## config.mk

```make
export PLATFORM = sky130hd
export DESIGN_NAME = stable_priority_queue
export DESIGN_NICKNAME = d
export VERILOG_FILES = /design/src/design/spq_pkg.sv /design/src/design/stable_priority_queue.sv /design/src/design/spq_ram.sv /design/src/design/spq_cmp.sv
export SDC_FILE = /design/constraint.sdc
export NUM_CORES = 1
export LEC_CHECK = 0
export BUFFER_PORTS_ARGS = -buffer_cell sky130_fd_sc_hd__buf_2
export CAP_MARGIN = 30
export CORE_ASPECT_RATIO = 0.8
export CORE_UTILIZATION = 55
export CTS_CLUSTER_DIAMETER = 60
export DETAILED_ROUTE_END_ITERATION = 6
export PLACE_DENSITY = 0.72
export RECOVER_POWER = 50
export REMOVE_ABC_BUFFERS = 1
export SYNTH_ARGS = -nofsm -noshare
export SYNTH_HDL_FRONTEND = slang
export SYNTH_SLANG_ARGS = --single-unit
export TNS_END_PERCENT = 50
```

## constraint.sdc

```tcl
create_clock -name clk -period 6.7 [get_ports clk]
set_input_delay 1.005 -clock clk [delete_from_list [all_inputs] [get_ports clk]]
set_output_delay 1.005 -clock clk [all_outputs]
set_load 0.01 [all_outputs]
```

## src/design/spq_pkg.sv

```systemverilog
// shared types and constants for the stable priority queue
// no dependencies; imported by spq_cmp and stable_priority_queue
`default_nettype none

package spq_pkg;

	// default sizes, handed down through the top level parameters
	localparam int QUEUE_DEPTH_DEF   = 16;
	localparam int PRIORITY_BITS_DEF = 8;
	localparam int ID_BITS_DEF       = 16;

	// action codes of an input beat
	typedef enum logic [1:0] {
		ACT_INSERT = 2'd0,
		ACT_POP    = 2'd1,
		ACT_REMOVE = 2'd2
	} action_t;

	// status codes of a result beat
	typedef enum logic [1:0] {
		STAT_DONE = 2'd0,
		STAT_MISS = 2'd1,
		STAT_FULL = 2'd2
	} status_t;

	// sequencer states
	typedef enum logic [2:0] {
		S_IDLE,
		S_INS_RD,
		S_INS_EV,
		S_SCAN_RD,
		S_SCAN_EV,
		S_SHF_RD,
		S_SHF_WR,
		S_DONE
	} state_t;

	// flags from the shared compare unit
	typedef struct packed {
		logic ge;
		logic eq;
	} cmp_flags_t;

endpackage

`default_nettype wire

```

## src/design/stable_priority_queue.sv

```systemverilog
// stable priority queue: sorted entry store in a ram, one slot per step.
// full, empty or invalid actions go straight to the result; insert compares slots from the tail down;
// pop and remove scan from the head, then move the later slots up; a remove miss scans every slot.
// one beat at a time: a new beat is taken only while idle; a stalled result holds the next.
// reset: asynchronous, active low; count 0, next id 1, no result pending; ram contents undefined.
// depends on spq_pkg, spq_ram, spq_cmp
`default_nettype none

module stable_priority_queue #(
	parameter int QUEUE_DEPTH = spq_pkg::QUEUE_DEPTH_DEF,
	parameter int PRIORITY_BITS = spq_pkg::PRIORITY_BITS_DEF,
	parameter int ID_BITS = spq_pkg::ID_BITS_DEF,
	localparam int CW = $clog2(QUEUE_DEPTH + 1)
) (
	input  wire logic                     clk,
	input  wire logic                     arst_n,
	input  wire logic                     in_valid,
	output logic                          in_stall,
	input  wire logic [1:0]               action,
	input  wire logic [PRIORITY_BITS-1:0] priority_req,
	input  wire logic [ID_BITS-1:0]       target_id,
	output logic                          out_valid,
	input  wire logic                     out_stall,
	output logic [1:0]                    status,
	output logic [ID_BITS-1:0]            entry_id,
	output logic [PRIORITY_BITS-1:0]      entry_priority,
	output logic [CW-1:0]                 occupancy
);
	import spq_pkg::*;

	localparam int AW = $clog2(QUEUE_DEPTH);
	localparam int DW = ID_BITS + PRIORITY_BITS;

	state_t                   state_q, state_d;
	logic [CW-1:0]            k_q, k_d;
	logic [CW-1:0]            count_q, count_d;
	logic [ID_BITS-1:0]       next_id_q, next_id_d;
	action_t                  act_q;
	logic [PRIORITY_BITS-1:0] pri_q;
	logic [ID_BITS-1:0]       tid_q;
	status_t                  res_status_q, res_status_d;
	logic [ID_BITS-1:0]       res_id_q, res_id_d;
	logic [PRIORITY_BITS-1:0] res_pri_q, res_pri_d;

	logic                     out_valid_q;
	status_t                  status_q;
	logic [ID_BITS-1:0]       entry_id_q;
	logic [PRIORITY_BITS-1:0] entry_priority_q;
	logic [CW-1:0]            occupancy_q;

	logic                     in_beat;
	logic                     out_load;
	logic                     ram_we;
	logic [AW-1:0]            ram_waddr, ram_raddr;
	logic [DW-1:0]            ram_wdata, ram_rdata;
	logic [ID_BITS-1:0]       rd_id;
	logic [PRIORITY_BITS-1:0] rd_pri;
	cmp_flags_t               flags;

	assign in_stall = (state_q != S_IDLE);
	assign in_beat  = in_valid && !in_stall;
	assign out_load = (state_q == S_DONE) && (!out_valid_q || !out_stall);

	assign rd_id  = ram_rdata[DW-1 -: ID_BITS];
	assign rd_pri = ram_rdata[PRIORITY_BITS-1:0];

	// entry store, head in slot 0
	spq_ram #(
		.WIDTH(DW),
		.DEPTH(QUEUE_DEPTH)
	) u_ram (
		.clk  (clk),
		.we   (ram_we),
		.waddr(ram_waddr),
		.wdata(ram_wdata),
		.raddr(ram_raddr),
		.rdata(ram_rdata)
	);

	// shared compare of the slot just read
	spq_cmp #(
		.PRIORITY_BITS(PRIORITY_BITS),
		.ID_BITS(ID_BITS)
	) u_cmp (
		.slot_pri(rd_pri),
		.req_pri (pri_q),
		.slot_id (rd_id),
		.req_id  (tid_q),
		.flags   (flags)
	);

	// control state
	always_ff @(posedge clk or negedge arst_n) begin
		if (!arst_n) begin
			state_q     <= S_IDLE;
			count_q     <= '0;
			next_id_q   <= {{(ID_BITS-1){1'b0}}, 1'b1};
			out_valid_q <= 1'b0;
		end else begin
			state_q   <= state_d;
			count_q   <= count_d;
			next_id_q <= next_id_d;
			if (out_load) begin
				out_valid_q <= 1'b1;
			end else if (!out_stall) begin
				out_valid_q <= 1'b0;
			end
		end
	end

	// working and result payload
	always_ff @(posedge clk) begin
		k_q          <= k_d;
		res_status_q <= res_status_d;
		res_id_q     <= res_id_d;
		res_pri_q    <= res_pri_d;
		if (in_beat) begin
			act_q <= action_t'(action);
			pri_q <= priority_req;
			tid_q <= target_id;
		end
		if (out_load) begin
			status_q         <= res_status_q;
			entry_id_q       <= res_id_q;
			entry_priority_q <= res_pri_q;
			occupancy_q      <= count_q;
		end
	end

	// sequencer: one slot read and one compare per step
	always_comb begin
		state_d      = state_q;
		k_d          = k_q;
		count_d      = count_q;
		next_id_d    = next_id_q;
		res_status_d = res_status_q;
		res_id_d     = res_id_q;
		res_pri_d    = res_pri_q;
		ram_we       = 1'b0;
		ram_waddr    = k_q[AW-1:0];
		ram_wdata    = {next_id_q, pri_q};
		ram_raddr    = k_q[AW-1:0];

		unique case (state_q)
			S_IDLE: begin
				if (in_valid) begin
					res_status_d = STAT_MISS;
					res_id_d     = '0;
					res_pri_d    = '0;
					k_d          = '0;
					unique case (action_t'(action))
						ACT_INSERT: begin
							if (count_q == CW'(QUEUE_DEPTH)) begin
								res_status_d = STAT_FULL;
								res_pri_d    = priority_req;
								state_d      = S_DONE;
							end else begin
								k_d     = count_q;
								state_d = S_INS_RD;
							end
						end
						ACT_POP, ACT_REMOVE: begin
							if (count_q == '0) begin
								state_d = S_DONE;
							end else begin
								state_d = S_SCAN_RD;
							end
						end
						default: begin
							state_d = S_DONE;
						end
					endcase
				end
			end

			// insert: walk down from the tail, moving lower priorities up
			S_INS_RD: begin
				if (k_q == '0) begin
					ram_we       = 1'b1;
					res_status_d = STAT_DONE;
					res_id_d     = next_id_q;
					res_pri_d    = pri_q;
					next_id_d    = next_id_q + ID_BITS'(1);
					count_d      = count_q + CW'(1);
					state_d      = S_DONE;
				end else begin
					ram_raddr = AW'(k_q - CW'(1));
					state_d   = S_INS_EV;
				end
			end

			S_INS_EV: begin
				ram_we = 1'b1;
				if (flags.ge) begin
					res_status_d = STAT_DONE;
					res_id_d     = next_id_q;
					res_pri_d    = pri_q;
					next_id_d    = next_id_q + ID_BITS'(1);
					count_d      = count_q + CW'(1);
					state_d      = S_DONE;
				end else begin
					ram_wdata = ram_rdata;
					k_d       = k_q - CW'(1);
					state_d   = S_INS_RD;
				end
			end

			// pop takes the head, remove searches from the head
			S_SCAN_RD: begin
				state_d = S_SCAN_EV;
			end

			S_SCAN_EV: begin
				if (act_q == ACT_POP || flags.eq) begin
					res_status_d = STAT_DONE;
					res_id_d     = rd_id;
					res_pri_d    = rd_pri;
					state_d      = S_SHF_RD;
				end else if (k_q + CW'(1) == count_q) begin
					state_d = S_DONE;
				end else begin
					k_d     = k_q + CW'(1);
					state_d = S_SCAN_RD;
				end
			end

			// close the gap: slot k takes slot k+1 up to the tail
			S_SHF_RD: begin
				if (k_q + CW'(1) == count_q) begin
					count_d = count_q - CW'(1);
					state_d = S_DONE;
				end else begin
					ram_raddr = AW'(k_q + CW'(1));
					state_d   = S_SHF_WR;
				end
			end

			S_SHF_WR: begin
				ram_we    = 1'b1;
				ram_wdata = ram_rdata;
				k_d       = k_q + CW'(1);
				state_d   = S_SHF_RD;
			end

			S_DONE: begin
				if (out_load) begin
					state_d = S_IDLE;
				end
			end

			default: begin
				state_d = S_IDLE;
			end
		endcase
	end

	assign out_valid      = out_valid_q;
	assign status         = status_q;
	assign entry_id       = entry_id_q;
	assign entry_priority = entry_priority_q;
	assign occupancy      = occupancy_q;

`ifndef ASSERT_OFF
	// fill count never passes the store depth
	a_count_bound: assert property (@(posedge clk) disable iff (!arst_n)
		count_q <= CW'(QUEUE_DEPTH))
		else $error("entry count above queue depth");

	// an accepted beat always starts the sequencer
	a_beat_starts: assert property (@(posedge clk) disable iff (!arst_n)
		in_beat |=> state_q != S_IDLE)
		else $error("accepted beat left sequencer idle");

	// the store is written only while a beat is in work
	a_write_busy: assert property (@(posedge clk) disable iff (!arst_n)
		ram_we |-> (state_q != S_IDLE && state_q != S_DONE))
		else $error("ram write outside an action");

	// the count moves only when a result is about to be produced
	a_count_step: assert property (@(posedge clk) disable iff (!arst_n)
		(count_d != count_q) |=> state_q == S_DONE)
		else $error("count changed without finishing an action");
`endif

endmodule

`default_nettype wire

```

## src/design/spq_ram.sv

```systemverilog
// generic single write port ram with one registered read port
// no dependencies
`default_nettype none

module spq_ram #(
	parameter int WIDTH = 8,
	parameter int DEPTH = 16,
	localparam int AW = $clog2(DEPTH)
) (
	input  wire logic             clk,
	input  wire logic             we,
	input  wire logic [AW-1:0]    waddr,
	input  wire logic [WIDTH-1:0] wdata,
	input  wire logic [AW-1:0]    raddr,
	output logic      [WIDTH-1:0] rdata
);

	logic [WIDTH-1:0] mem_q [DEPTH];

	// write port and registered read
	always_ff @(posedge clk) begin
		if (we) begin
			mem_q[waddr] <= wdata;
		end
		rdata <= mem_q[raddr];
	end

endmodule

`default_nettype wire

```

## src/design/spq_cmp.sv

```systemverilog
// shared compare unit: priority order and id match against a slot read
// depends on spq_pkg
`default_nettype none

module spq_cmp #(
	parameter int PRIORITY_BITS = 8,
	parameter int ID_BITS = 16
) (
	input  wire logic [PRIORITY_BITS-1:0] slot_pri,
	input  wire logic [PRIORITY_BITS-1:0] req_pri,
	input  wire logic [ID_BITS-1:0]       slot_id,
	input  wire logic [ID_BITS-1:0]       req_id,
	output spq_pkg::cmp_flags_t           flags
);
	import spq_pkg::*;

	// slot stays ahead of the new entry when its priority is not lower
	assign flags.ge = (slot_pri >= req_pri);
	assign flags.eq = (slot_id == req_id);

endmodule

`default_nettype wire
```

Word level (Yosys, flattened, before mapping)
Memories as Yosys holds them, arrays and structs flattened. A register that Yosys moved wholly into a read port is not among the register bits.
Cells that the tools add are included.
{"block": "word_totals", "ff_bits": 113, "latch_bits": 0, "mem_bits_rw": 384, "mem_bits_ro": 0, "in_bits": 30, "out_inout_bits": 33, "wordCells": 123, "n_memories": 1}
{"block": "op_classes", "add_sub_neg": 5, "n_mul": 0, "div": 0, "order_cmp": 1, "n_eq_ne": 23, "shifts": 0, "n_mux": 55, "bitwise": 0, "n_reduce_logical": 23}
{"name": "u_ram.mem_q", "depth": 16, "width": 24, "rd": 1, "rd_ports_with_merged_regs": 1, "wr": 1, "line_no": "spq_ram.sv:18", "source": "logic [WIDTH-1:0] mem_q [DEPTH];"}
{"operator": "two-way mux 16 bit", "n": 6}
{"operator": "case mux 16 bit (4 select lines)", "n": 1}
{"operator": "two-way mux 8 bit", "n": 6}
{"operator": "case mux 24 bit (2 select lines)", "n": 1}
{"operator": "two-way mux 5 bit", "n": 9}
{"operator": "case mux 16 bit (2 select lines)", "n": 1}
{"operator": "case mux 8 bit (4 select lines)", "n": 1}
{"operator": "two-way mux 24 bit", "n": 1}
{"operator": "two-way mux 3 bit", "n": 8}
{"operator": "case mux 3 bit (8 select lines)", "n": 1}
{"operator": "case mux 5 bit (4 select lines)", "n": 1}
{"operator": "!= test 2 bit (second input constant)", "n": 9}
{"operator": "adder 16 x 1 -> 16 bit (second input constant)", "n": 1}
{"operator": "equality test 16 bit", "n": 1}
{"operator": "case mux 5 bit (3 select lines)", "n": 1}
{"operator": "equality test 3 bit (second input constant)", "n": 4}
{"operator": "two-way mux 2 bit", "n": 6}
{"operator": "adder 5 x 1 -> 5 bit (second input constant)", "n": 2}
{"operator": "logical NOT 5 bit", "n": 2}
{"operator": "AND reduction 5 bit", "n": 2}
{"operator": "subtractor 5 x 1 -> 5 bit (second input constant)", "n": 2}
{"operator": ">= comparator 8 bit", "n": 1}
{"operator": "two-way mux 4 bit", "n": 2}
{"operator": "case mux 2 bit (4 select lines)", "n": 1}
{"operator": "23 further kinds", "n": 37}

Logic depth before layout (Yosys ltp)
Gate-level depths: netlist (run 1).
{"block": "logic_depth", "ltp_word": 5, "mapped_depth": 17, "mapped_depth_nobuf": 10}

Cells and area by module
Synthesis (run 1) repeated with hierarchy kept, for this count alone.
{"block": "hier_totals", "hier_cells": 1064, "hier_area_um2": 20562.2}
{"mod": "spq_ram", "n_inst": 1, "cells_each": 636, "area_each_um2": 14930.6, "seq_area_each_um2": 12011.5}
{"mod": "stable_priority_queue", "n_inst": 1, "cells_each": 381, "area_each_um2": 5270.1, "seq_area_each_um2": 3269.4}
{"mod": "spq_cmp", "n_inst": 1, "cells_each": 47, "area_each_um2": 361.6, "seq_area_each_um2": 0.0}

Worst setup path after synthesis (run 1)
OpenSTA, ideal clock, no wires.
{"block": "synth_path", "path_type": "flip-flop to flip-flop", "start": "reg k_q[0]", "end": "mem u_ram.mem_q[3][0] in the netlist's numbering (enable)", "setup_ps": 435, "t_arrival_ps": 4316, "t_required_ps": 6265, "path_slack_ps": 1949, "stages_incl_launch_ff": 12, "n_path_buf": 4, "period_less_slack_ps": 4751, "cell_sequence": "edfxtp_1 -> buf_2 -> inv_1 -> clkbuf_1 -> clkbuf_1 -> clkbuf_1 -> ha_1 -> nor4b_2 -> nand2b_1 -> o21ai_0 -> nand2_1 -> nor3_1"}
{"block": "synth_between", "elab_chain_len": 5}
{"item": "from (decl)", "line_no": "stable_priority_queue.sv:35", "source": "logic [CW-1:0] k_q, k_d;"}
{"item": "from (signal assigned)", "line_no": "stable_priority_queue.sv:113", "source": "k_q <= k_d;"}
{"item": "logical NOT 5 bit", "line_no": "stable_priority_queue.sv:178", "source": "if (k_q == '0) begin"}
{"item": "two-way mux 1 bit", "line_no": "stable_priority_queue.sv:178"}
{"item": "case mux 1 bit (2 select lines)", "line_no": "stable_priority_queue.sv:144", "source": "unique case (state_q)"}
{"item": "two-way mux 1 bit", "line_no": "spq_ram.sv:22", "source": "if (we) begin"}
{"item": "two-way mux 1 bit (not written as such)", "line_no": "spq_ram.sv:23", "source": "mem_q[waddr] <= wdata;"}
{"item": "to (decl)", "line_no": "spq_ram.sv:18"}
Parallel ways exist; a longest one is shown, timed or not.

Worst setup path after layout (run 1)
{"block": "layout_path", "start": "reg state_q[2]", "end": "reg u_ram.rdata[5], read port of u_ram.mem_q"}
{"block": "layout_between", "elab_chain_len": 2, "word_cells_on_any_way": 3, "cone_classes": "2 x eq/ne; 1 x mux"}
{"item": "from (decl)", "line_no": "stable_priority_queue.sv:34", "source": "state_t state_q, state_d;"}
{"item": "from (signal assigned)", "line_no": "stable_priority_queue.sv:100", "source": "state_q <= state_d;"}
{"item": "equality test 3 bit / equality test 3 x 1 -> 1 bit (equally long branches)", "line_no": "stable_priority_queue.sv:144"}
{"item": "case mux 4 bit (2 select lines) *", "line_no": "stable_priority_queue.sv:144"}
{"item": "to (decl)", "line_no": "spq_ram.sv:15", "source": "output logic [WIDTH-1:0] rdata"}
Mark *: on every way between the ends. The rest lies on a longest branch, timed or not.
A chain may end at the register's enable or synchronous reset.

==> results of run 1 <==
layer usage:
layer	wire length, um	GRT usage (%)	vias to the layer above
li1	-	-	7009
met5	0	0	-
met4	2660	12.3	0
met3	6220	6.40	154
met1	25200	40.3	7776
met2	26900	41.2	873
final cells by class:
| cell class | count | area, um^2 | share of cell area [%] |
|---|---|---|---|
| Tap cell | 552 | 691 | 2.64 |
| Sequential cell | 521 | 15300 | 58.5 |
| Clock buffer | 69 | 1400 | 5.38 |
| Clock inverter | 25 | 190 | 0.728 |
| Inverter | 30 | 115 | 0.441 |
| Timing Repair Buffer | 111 | 667 | 2.55 |
| Multi-Input combinational cell | 1153 | 7760 | 29.7 |
Yosys cell counts, types with 9 or more instances:
master	instances
nor3_1	37
nor2_1	60
nand2_1	342
a222oi_1	9
clkbuf_1	90
o21ai_0	9
o32ai_1	25
nand3_1	33
mux2i_1	144
inv_1	29
buf_2	24
ha_1	19
a22oi_1	26
a22o_1	16
and3_1	30
a211oi_1	50
dfxtp_1	24
dfrtp_1	24
a221o_1	24
edfxtp_1	472
a21oi_1	113
mux2_2	47
a311oi_1	24
nor4bb_1	24
xor2_1	19
xnor2_1	29
final timing paths:
kind / from / end / slack [ns] / cells after the start
min: res_id_q[12]$_DFFE_PP_ / entry_id[12]$_DFFE_PP_ / 0.42 / 0
max: state_q[2]$_DFFE_PN0P_ / u_ram.rdata[5]$_DFF_P_ / 1.33 / 10
min in group asynchronous: arst_n / state_q[2]$_DFFE_PN0P_ / 0.75 / 1
max in group asynchronous: arst_n / next_id_q[7]$_DFFE_PN0P_ / 5.10 / 1
min reg2reg: res_id_q[12]$_DFFE_PP_ / entry_id[12]$_DFFE_PP_ / 0.42 / 0
max reg2reg: state_q[2]$_DFFE_PN0P_ / u_ram.rdata[5]$_DFF_P_ / 1.33 / 10
flip-flops by register name, summed over array words and instances (netlist names):
register / flops
count_q: 5
tid_q: 16
status: 2
res_status_q: 2
act_q: 2
k_q: 5
state_q: 3
entry_id: 16
u_ram.mem_q: 384
out_valid: 1
res_id_q: 16
u_ram.rdata: 24
res_pri_q: 8
occupancy: 5
next_id_q: 16
pri_q: 8
entry_priority: 8
where the power goes:
part           internal (mW)  switching (mW)
logic                   2.31            3.91
registers               4.40           0.360
clock network           1.55            1.21
critical path: cells and delay by family (launching register included):
| kind | cells | cell delay [ns] |
|---|---|---|
| mux | 2 | 0.40 |
| compound gates | 1 | 0.39 |
| flops | 1 | 0.32 |
| xor+xnor | 1 | 0.30 |
| simple gates | 3 | 0.96 |
| buf+inv | 3 | 2.82 |
through the flow:
stage	power (mW)	instance area (um^2)	worst slack, ns
2_1_floorplan	9.42	23000	-8.20
3_3_place_gp	10.7	24500	1.94
3_5_place_dp	11.0	24600	1.84
4_1_cts	13.7	26200	1.84
5_1_grt	14.4	26100	1.10
6_report	13.7	26100	1.33
kinds of logic (layout without fill, tap and decap cells):
group | Yosys count | count (layout)
fa+ha+maj | 20 | 20
xor+xnor | 51 | 51
flops | 521 | 521
buf+inv | 162 | 235
mux | 195 | 195
compound gates | 323 | 323
simple gates | 564 | 564
==> impl_metrics.env, run 1 <==
export IMPL_synthAdderAreaFrac_pct=1.09
export IMPL_synth_warning_count=0
export IMPL_ir_drop_mv=0.831
export IMPL_hp_class="reg -> reg"
export IMPL_die_h_um=187
export IMPL_startpoint_type="flop"
export IMPL_synth_compound_area_share_pct=9.69
export IMPL_crit_type="reg -> reg"
export IMPL_power_density_nw_per_um2=526
export IMPL_yosysUniqueCellTypes=68
export IMPL_finClkSkew_ns=0.0291
export IMPL_clock_latency_ns=0.59
export IMPL_drv_slew=133
export IMPL_antenna_found_initial=1
export IMPL_clk_pin_slew_ns=0.06
export IMPL_core_um2=42100
export IMPL_violations="design-rule violations, max-capacitance violations, max-slew violations"
export IMPL_fin_util_pct=62.1
export IMPL_crit_chain="clkbuf_1, and4_1, and3_2, buf_4, nor2_8, xnor2_4, buf_4, mux2i_1, mux2i_1, a221o_1"
export IMPL_fillers=3128
export IMPL_wl_mm=61.0
export IMPL_synthXorXnorAreaFrac_pct=2.01
export IMPL_clockBufferDepth=3
export IMPL_cts_buffers_inserted=51
export IMPL_synth_edf_count=472
export IMPL_fin_crit_sh_pct=80.2
export IMPL_globalplace_congestion=0.875
export IMPL_cp_arrival_ns=5.84
export IMPL_slew_limit_headroom_pct=-71.4
export IMPL_cp_max_fo=50
export IMPL_die_x_um=234
export IMPL_layout_common_cells="edfxtp_1, nand2_1, mux2i_1, a21oi_1, clkbuf_1"
export IMPL_holdBufCountCts=0
export IMPL_num_rows=67
export IMPL_die_area_um2=43800
export IMPL_hold_viol_final=0
export IMPL_vias=15812
export IMPL_maxCapViolCount=4
export IMPL_worst_setup_path_end_kind="flop"
export IMPL_dp_cells=2367
export IMPL_drt_iter0_drc=2172
export IMPL_worst_path_max_delay_cell="clkbuf_1"
export IMPL_status="complete, but fails checks"
export IMPL_setup_tns_ns=0
export IMPL_grt_total_usage_pct=28.2
export IMPL_finalCriticalPeriod_ns=5.37
export IMPL_grt_pass1_wl_mm=91.8
export IMPL_clock_sinks=521
export IMPL_rsz0062_at_grt="no"
export IMPL_post_cts_buffers=0
export IMPL_grt_pass1_vias=15226
export IMPL_cts_tree="built"
export IMPL_overflow=0
export IMPL_avgSynthCellArea_um2=12.9
export IMPL_synth_ff_type="edfxtp_1"
export IMPL_synth_cell_area_um2=23600
export IMPL_cts_root_buf="clkbuf_16"
export IMPL_mostFrequentLayoutCell="edfxtp_1"
export IMPL_dp_hpwl_mm=34.6
export IMPL_setup_viol_count_final=0
export IMPL_area_growth_pct=10.6
export IMPL_initial_utilization_pct=56.1
export IMPL_antenna_cells=0
export IMPL_synth_top_family_by_area="simple AND/OR/NAND/NOR gates"
export IMPL_cts_resized=0
export IMPL_crit_required_ns=7.17
export IMPL_routed_via_density=6.43
export IMPL_routedWlPerCell_um=24.8
export IMPL_grt_max_degree=201
export IMPL_synthMuxAreaShare_pct=8.56
export IMPL_drive_above_1_share_pct=10.3
export IMPL_netlist_area_leader_share_pct=60.1
export IMPL_worst_slew_pin_slew_ns=2.57
export IMPL_synth_seq_cells=521
export IMPL_whs_ns=0.419
export IMPL_ios=63
export IMPL_max_freq_mhz=186
export IMPL_drtAntennaViolNets=0
export IMPL_synthArstFlopShare_pct=4.80
export IMPL_ys_seq_area_share_pct=64.7
export IMPL_synthesis_instances=1836
export IMPL_yosysTopAreaCell="edfxtp_1"
export IMPL_p_leak_nw=9.54
export IMPL_critPathMaxStageDelay_ns=1.72
export IMPL_final_instance_count_excl_fill=2461
export IMPL_synth_area_leaders="edfxtp_1, mux2i_1, nand2_1"
export IMPL_first_pass_iters=7
export IMPL_io_buffers=62
export IMPL_route_detailed_drc=10
export IMPL_yosys_area_share_simple_pct=10.9
export IMPL_nets=1918
export IMPL_htreeDepth=2
Power figures use the tool's default switching activity.
==> run 2: changes to the inputs <==
Settings changed: ABC_AREA set to 1.
Clock period 6.7 ns to 5.3 ns, I/O delays scaled along.
==> run 2 against run 1 <==
Against the previous run:
- first-iteration DRC count down 4.1%
- wire length is 1.9% lower
- synthesized area down 3.9%
- critical endpoint is now u_ram.mem_q[0][21]$_DFFE_PP_
- clock skew is 0.0084 ns lower
- largest cell class unchanged
- total power increased by 25%
- via count grew 0.66%
- the run ends with max-capacitance violations, max-slew violations left
- flip-flop and latch count unchanged
- utilization up 0.43 points
- hold slack worse by 0.031 ns
- clock power grew 34%
- die area fell by 3.9%
- non-clock buffer count increased by 11
==> impl_metrics.env, run 2 <==
export IMPL_status="complete, but fails checks"
export IMPL_violations="max-capacitance violations, max-slew violations"
export IMPL_die_x_um=229
export IMPL_comb_power_share_pct=43.7
export IMPL_drv_slew=130
export IMPL_largest_reg_flops=384
export IMPL_htreeDepth=2
export IMPL_synthesis_instances=2119
export IMPL_synthArstFlopShare_pct=4.80
export IMPL_hold_viol_final=0
export IMPL_ios=63
export IMPL_synth_ff_type="edfxtp_1"
export IMPL_clk_pin_slew_ns=0.06
export IMPL_fin_crit_sh_pct=83.4
export IMPL_holdBufCountCts=0
export IMPL_grt_pass1_vias=15054
export IMPL_routed_via_density=5.74
export IMPL_reg_top3="u_ram.mem_q x384, u_ram.rdata x24"
export IMPL_vias=15917
export IMPL_synth_edf_count=472
export IMPL_die_area_um2=42100
export IMPL_slew_limit_headroom_pct=-29.3
export IMPL_max_freq_mhz=226
export IMPL_antenna_found_initial=0
export IMPL_synth_cell_area_um2=22700
export IMPL_cp_max_fo=18
export IMPL_p_total_mw=17.2
export IMPL_yosysMostFrequentCell="nand2_1"
export IMPL_nets=2235
export IMPL_route_detailed_drc=0
export IMPL_synth_compound_area_share_pct=2.33
export IMPL_routedWlPerCell_um=21.6
export IMPL_maxCapViolCount=7
export IMPL_first_pass_iters=6
export IMPL_mostFrequentLayoutCell="nand2_1"
export IMPL_drt_iter0_drc=2084
export IMPL_internal_power_mw=9.90
export IMPL_initial_utilization_pct=55.8
export IMPL_synth_seq_cells=521
export IMPL_dp_hpwl_mm=33.7
export IMPL_setup_viol_count_final=0
export IMPL_cts_resized=0
export IMPL_num_rows=66
export IMPL_antenna_cells=0
export IMPL_grt_max_degree=193
export IMPL_cp_arrival_ns=4.59
export IMPL_crit_type="reg -> reg"
export IMPL_power_density_nw_per_um2=678
export IMPL_worst_setup_path_end_kind="flop"
export IMPL_io_buffers=62
export IMPL_whs_ns=0.388
export IMPL_cts_buffers_inserted=51
export IMPL_ir_drop_mv=0.618
export IMPL_synth_common_cells="nand2_1, edfxtp_1, nand3_1, inv_1, buf_2"
export IMPL_wl_mm=59.8
export IMPL_finalCriticalPeriod_ns=4.42
export IMPL_layout_common_cells="nand2_1, edfxtp_1, nand3_1, inv_1, clkbuf_1"
export IMPL_ys_seq_area_share_pct=67.4
export IMPL_synth_warning_count=0
export IMPL_swShare_pct=42.4
export IMPL_yosysUniqueCellTypes=37
export IMPL_finClkSkew_ns=0.0206
export IMPL_grt_pass1_wl_mm=89.7
export IMPL_regMostFlops="u_ram.mem_q"
export IMPL_globalplace_congestion=0.906
export IMPL_cts_tree="built"
export IMPL_rsz0062_at_grt="no"
export IMPL_clock_latency_ns=0.59
export IMPL_startpoint_type="flop"
export IMPL_synthAdderAreaFrac_pct=1.14
export IMPL_pwr_share_seq_pct=34.8
export IMPL_post_cts_buffers=0
export IMPL_yosys_area_share_simple_pct=20.5
export IMPL_avgSynthCellArea_um2=10.7
export IMPL_synthMuxAreaShare_pct=0
export IMPL_die_h_um=184
export IMPL_synth_top_family_by_area="simple AND/OR/NAND/NOR gates"
export IMPL_drtAntennaViolNets=0
export IMPL_grt_total_usage_pct=28.5
export IMPL_p_leak_nw=10.4
export IMPL_synth_area_leaders="edfxtp_1, nand3_1, nand2_1"
export IMPL_synthXorXnorAreaFrac_pct=1.24
export IMPL_pwr_share_clk_pct=21.5
export IMPL_drive_above_1_share_pct=7.68
export IMPL_crit_required_ns=5.47
export IMPL_cts_root_buf="clkbuf_16"
export IMPL_clock_sinks=521
export IMPL_hp_class="in -> reg"
export IMPL_worst_slew_pin_slew_ns=1.94
export IMPL_power_switching_mw=7.30
export IMPL_area_growth_pct=11.9
export IMPL_clockBufferDepth=3
export IMPL_overflow=0
export IMPL_yosysTopAreaCell="edfxtp_1"
export IMPL_core_um2=40600
export IMPL_netlist_area_leader_share_pct=62.5
run 2: changes by cell type after synthesis, moves of 30 or more:
cell	previous run	this run
o21ai_0	9	43
nand2_1	342	522
mux2_2	47	0
mux2i_1	144	0
nor3_1	37	4
and3_1	30	0
a21oi_1	113	13
inv_1	29	282
nand3_1	33	453
clkbuf_1	90	28
a211oi_1	50	0
run 2: final timing paths:
| check | startpoint | cells past startpoint | slack, ns | to |
|---|---|---|---|---|
| worst max-delay path | k_q[0]$_DFFE_PP_ | 9 | 0.88 | u_ram.mem_q[0][21]$_DFFE_PP_ |
| worst min-delay path | target_id[9] | 1 | 0.39 | tid_q[9]$_DFFE_PP_ |
| worst max register to register | k_q[0]$_DFFE_PP_ | 9 | 0.88 | u_ram.mem_q[0][21]$_DFFE_PP_ |
| worst min register to register | res_status_q[1]$_SDFFCE_PP0P_ | 0 | 0.42 | status[1]$_DFFE_PP_ |
| max in group asynchronous | arst_n | 1 | 3.78 | next_id_q[12]$_DFFE_PN0P_ |
| min in group asynchronous | arst_n | 1 | 0.60 | next_id_q[13]$_DFFE_PN0P_ |
run 2: power by group through the flow:
| stage | logic (mW) | clock network [mW] | registers (mW) |
|---|---|---|---|
| floorplan | 4.89 | 0 | 6.00 |
| global placement | 7.30 | 0 | 6.04 |
| detailed placement | 7.47 | 0 | 6.05 |
| CTS | 7.55 | 3.74 | 5.97 |
| global route | 8.24 | 3.88 | 6.03 |
| finish | 7.52 | 3.70 | 5.99 |
run 2: area by class of cell:
cell class	instances	area (um^2)
clock buffer	64	1420
clock inverter	32	317
fill	3156	15200
inverter	288	1080
multi-input combinational	1201	5820
sequential	521	15300
tap	544	681
timing repair buffer	122	791
run 2: per-layer routing:
layer	global-route usage (%)	vias to the layer above	wire length, um
li1	-	7284	-
met1	39.8	7591	24200
met2	44.8	887	27500
met3	4.53	155	5750
met4	12.2	0	2410
met5	0	-	0
run 2: cell families after synthesis:
family / count (synthesis)
buf+inv: 397
compound gates: 89
xor+xnor: 32
flops: 521
fa+ha+maj: 20
simple gates: 1060
run 2: critical path, cell delays in order (launching register included):
cell	delay [ns]
edfxtp_1	0.53
inv_1	0.31
ha_1	0.22
nand3_1	0.17
nor2_1	0.24
nor2_1	0.12
inv_1	0.14
nand2_1	0.20
nor2_1	0.61
clkbuf_1	1.44
run 2: through the flow:
step	setup WS, ns	utilization (%)	cells	cell area (um^2)	TNS, ns
after floorplan	-1.31	-	2010	22100	-31.56
after global placement	1.91	58.4	2667	23700	0
after detailed placement	1.85	58.9	2676	23900	0
after CTS	1.87	63.1	2772	25700	0
after global routing	0.817	62.5	2772	25400	0
final	0.882	62.5	2772	25400	0
==> run 3: changes to the inputs <==
Settings changed: PLACE_DENSITY 0.72 to 0.74.
Clock period 5.3 ns to 3.6 ns, I/O delays scaled along.
==> run 3 against run 2 <==
Against the previous run:
- the flow still finishes with violations (max-capacitance violations, max-slew violations)
- hold slack lost 0.26 ns
- utilization grew 0.13 points
- clock power is 38% higher
- cell area increased by 0.21%
- sequential power increased by 47%
- via count shrank 0.40%
- combinational power grew 52%
- clock skew grew 0.0089 ns
- largest cell class unchanged
==> impl_metrics.env, run 3 (synthesis gave the netlist of run 2 again) <==
export IMPL_status="complete, but fails checks"
export IMPL_violations="max-capacitance violations, max-slew violations"
export IMPL_fillers=3249
export IMPL_clock_latency_ns=0.58
export IMPL_path_common_cell="nor2_1"
export IMPL_nets=2250
export IMPL_hold_viol_final=0
export IMPL_clock_sinks=521
export IMPL_finClkSkew_ns=0.0296
export IMPL_critPathTopFamily="buffers and inverters"
export IMPL_reg_top3="u_ram.mem_q x384, u_ram.rdata x24"
export IMPL_wl_mm=58.9
export IMPL_p_total_mw=25.3
export IMPL_ir_drop_mv=0.910
export IMPL_cts_buffers_inserted=49
export IMPL_crit_type="reg -> reg"
export IMPL_grt_pass1_vias=15273
export IMPL_die_x_um=229
export IMPL_routedWlPerCell_um=21.2
export IMPL_die_h_um=184
export IMPL_drive_above_1_share_pct=7.91
export IMPL_regMostFlops="u_ram.mem_q"
export IMPL_clk_pin_slew_ns=0.06
export IMPL_critPathMaxStageDelay_ns=0.55
export IMPL_dp_slack_ns=0.408
export IMPL_ios=63
export IMPL_slew_limit_headroom_pct=-20.0
export IMPL_final_instance_count_excl_fill=2783
export IMPL_fin_crit_sh_pct=91.0
export IMPL_clockBufferDepth=3
export IMPL_route_detailed_drc=0
export IMPL_drv_slew=43
export IMPL_cp_max_fo=22
export IMPL_startpoint_type="flop"
export IMPL_drtAntennaViolNets=0
export IMPL_dp_cells=2692
export IMPL_crit_chain="inv_1, nor2_1, inv_1, nor2_1, clkbuf_1, nor2_1, nand2_1, o22ai_1, nor3_2, clkbuf_4"
export IMPL_first_pass_iters=5
export IMPL_layout_common_cells="nand2_1, edfxtp_1, nand3_1, inv_1, clkbuf_1"
export IMPL_largest_reg_flops=384
export IMPL_power_density_nw_per_um2=994
export IMPL_grt_max_degree=82
export IMPL_die_area_um2=42100
export IMPL_drt_iter0_drc=1862
export IMPL_critPathBufInv=4
export IMPL_hp_class="in -> reg"
export IMPL_antenna_found_initial=1
export IMPL_setup_ws_ns=0.324
export IMPL_io_buffers=62
export IMPL_cts_root_buf="clkbuf_16"
export IMPL_htreeDepth=2
export IMPL_core_um2=40600
export IMPL_finalCriticalPeriod_ns=3.28
export IMPL_p_leak_nw=10.4
export IMPL_globalplace_congestion=0.914
export IMPL_fin_util_pct=62.6
export IMPL_grt_total_usage_pct=28.2
export IMPL_setup_viol_count_final=0
export IMPL_dp_hpwl_mm=33.8
export IMPL_maxCapViolCount=2
export IMPL_initial_utilization_pct=55.8
export IMPL_grt_pass1_wl_mm=88.7
export IMPL_mostFrequentLayoutCell="nand2_1"
export IMPL_max_freq_mhz=305
export IMPL_worst_slew_pin_slew_ns=1.79
export IMPL_overflow=0
export IMPL_num_rows=66
export IMPL_worst_setup_path_end_kind="flop"
export IMPL_setup_tns_ns=0
export IMPL_cp_arrival_ns=3.48
export IMPL_worst_path_max_delay_cell="clkbuf_1"
export IMPL_rsz0062_at_grt="no"
export IMPL_vias=15854
export IMPL_routed_via_density=5.70
export IMPL_cts_tree="built"
export IMPL_crit_required_ns=3.81
export IMPL_area_growth_pct=12.2
run 3: changes by cell type in the layout (fill, tap and decap cells not counted), sizes merged:
cell / delta
clkbuf: +17
clkinv: -12
buf: +7
bufinv: -2
clkinvlp: -1
diode: +1
dlygate4sd3: +1
run 3: worst paths after layout:
path / startpoint / endpoint / slack (ns) / depth (start not counted)
min reg2reg: res_id_q[9]$_DFFE_PP_ / entry_id[9]$_DFFE_PP_ / 0.42 / 0
max in group asynchronous: arst_n / next_id_q[4]$_DFFE_PN0P_ / 1.71 / 2
min in group asynchronous: arst_n / next_id_q[11]$_DFFE_PN0P_ / 0.92 / 2
max reg2reg: state_q[1]$_DFFE_PN0P_ / res_pri_q[0]$_DFFE_PP_ / 0.32 / 10
min: target_id[13] / tid_q[13]$_DFFE_PP_ / 0.13 / 1
max: state_q[1]$_DFFE_PN0P_ / res_pri_q[0]$_DFFE_PP_ / 0.32 / 10
run 3: through the flow:
stage               hold slack [ns]  area (um^2)
floorplan                     0.244        22100
global placement              0.402        24100
detailed placement            0.407        24100
CTS                           0.119        25700
global route                  0.124        25400
finish                        0.132        25400
run 3: routing by layer:
metal  up-vias  global-route usage, %  part of all wire [%]
met3       159                   6.22                    11
met1      7541                   38.6                    40
met4         0                   12.5                   3.9
li1       7312                      -                     -
met2       842                   43.7                    45
met5         -                      0                     0
run 3: power breakdown:
| group | switching (mW) | internal, mW |
|---|---|---|
| combinational | 8.00 | 3.36 |
| sequential | 0.452 | 8.35 |
| clock | 2.20 | 2.92 |
run 3: cell type report:
cell class | instances | area [um^2] | share of cell area, %
Sequential cell | 521 | 15300 | 60.1
Multi-Input combinational cell | 1201 | 5830 | 22.9
Clock buffer | 72 | 1400 | 5.51
Inverter | 288 | 1080 | 4.25
Timing Repair Buffer | 139 | 992 | 3.90
Tap cell | 544 | 681 | 2.68
Clock inverter | 17 | 173 | 0.679
Antenna cell | 1 | 2.50 | 0.00984
run 3: what timing repair did:
action                    CTS  global route
resized for setup           0             0
setup buffers               0             0
hold endpoints to repair   18             0
hold buffers                1             0
run 3: worst register-to-register path: stages, from the launching register on:
cell,delay [ns]
dfrtp_1,0.44
inv_1,0.10
nor2_1,0.20
inv_1,0.09
nor2_1,0.14
clkbuf_1,0.55
nor2_1,0.15
nand2_1,0.14
o22ai_1,0.11
nor3_2,0.44
clkbuf_4,0.54
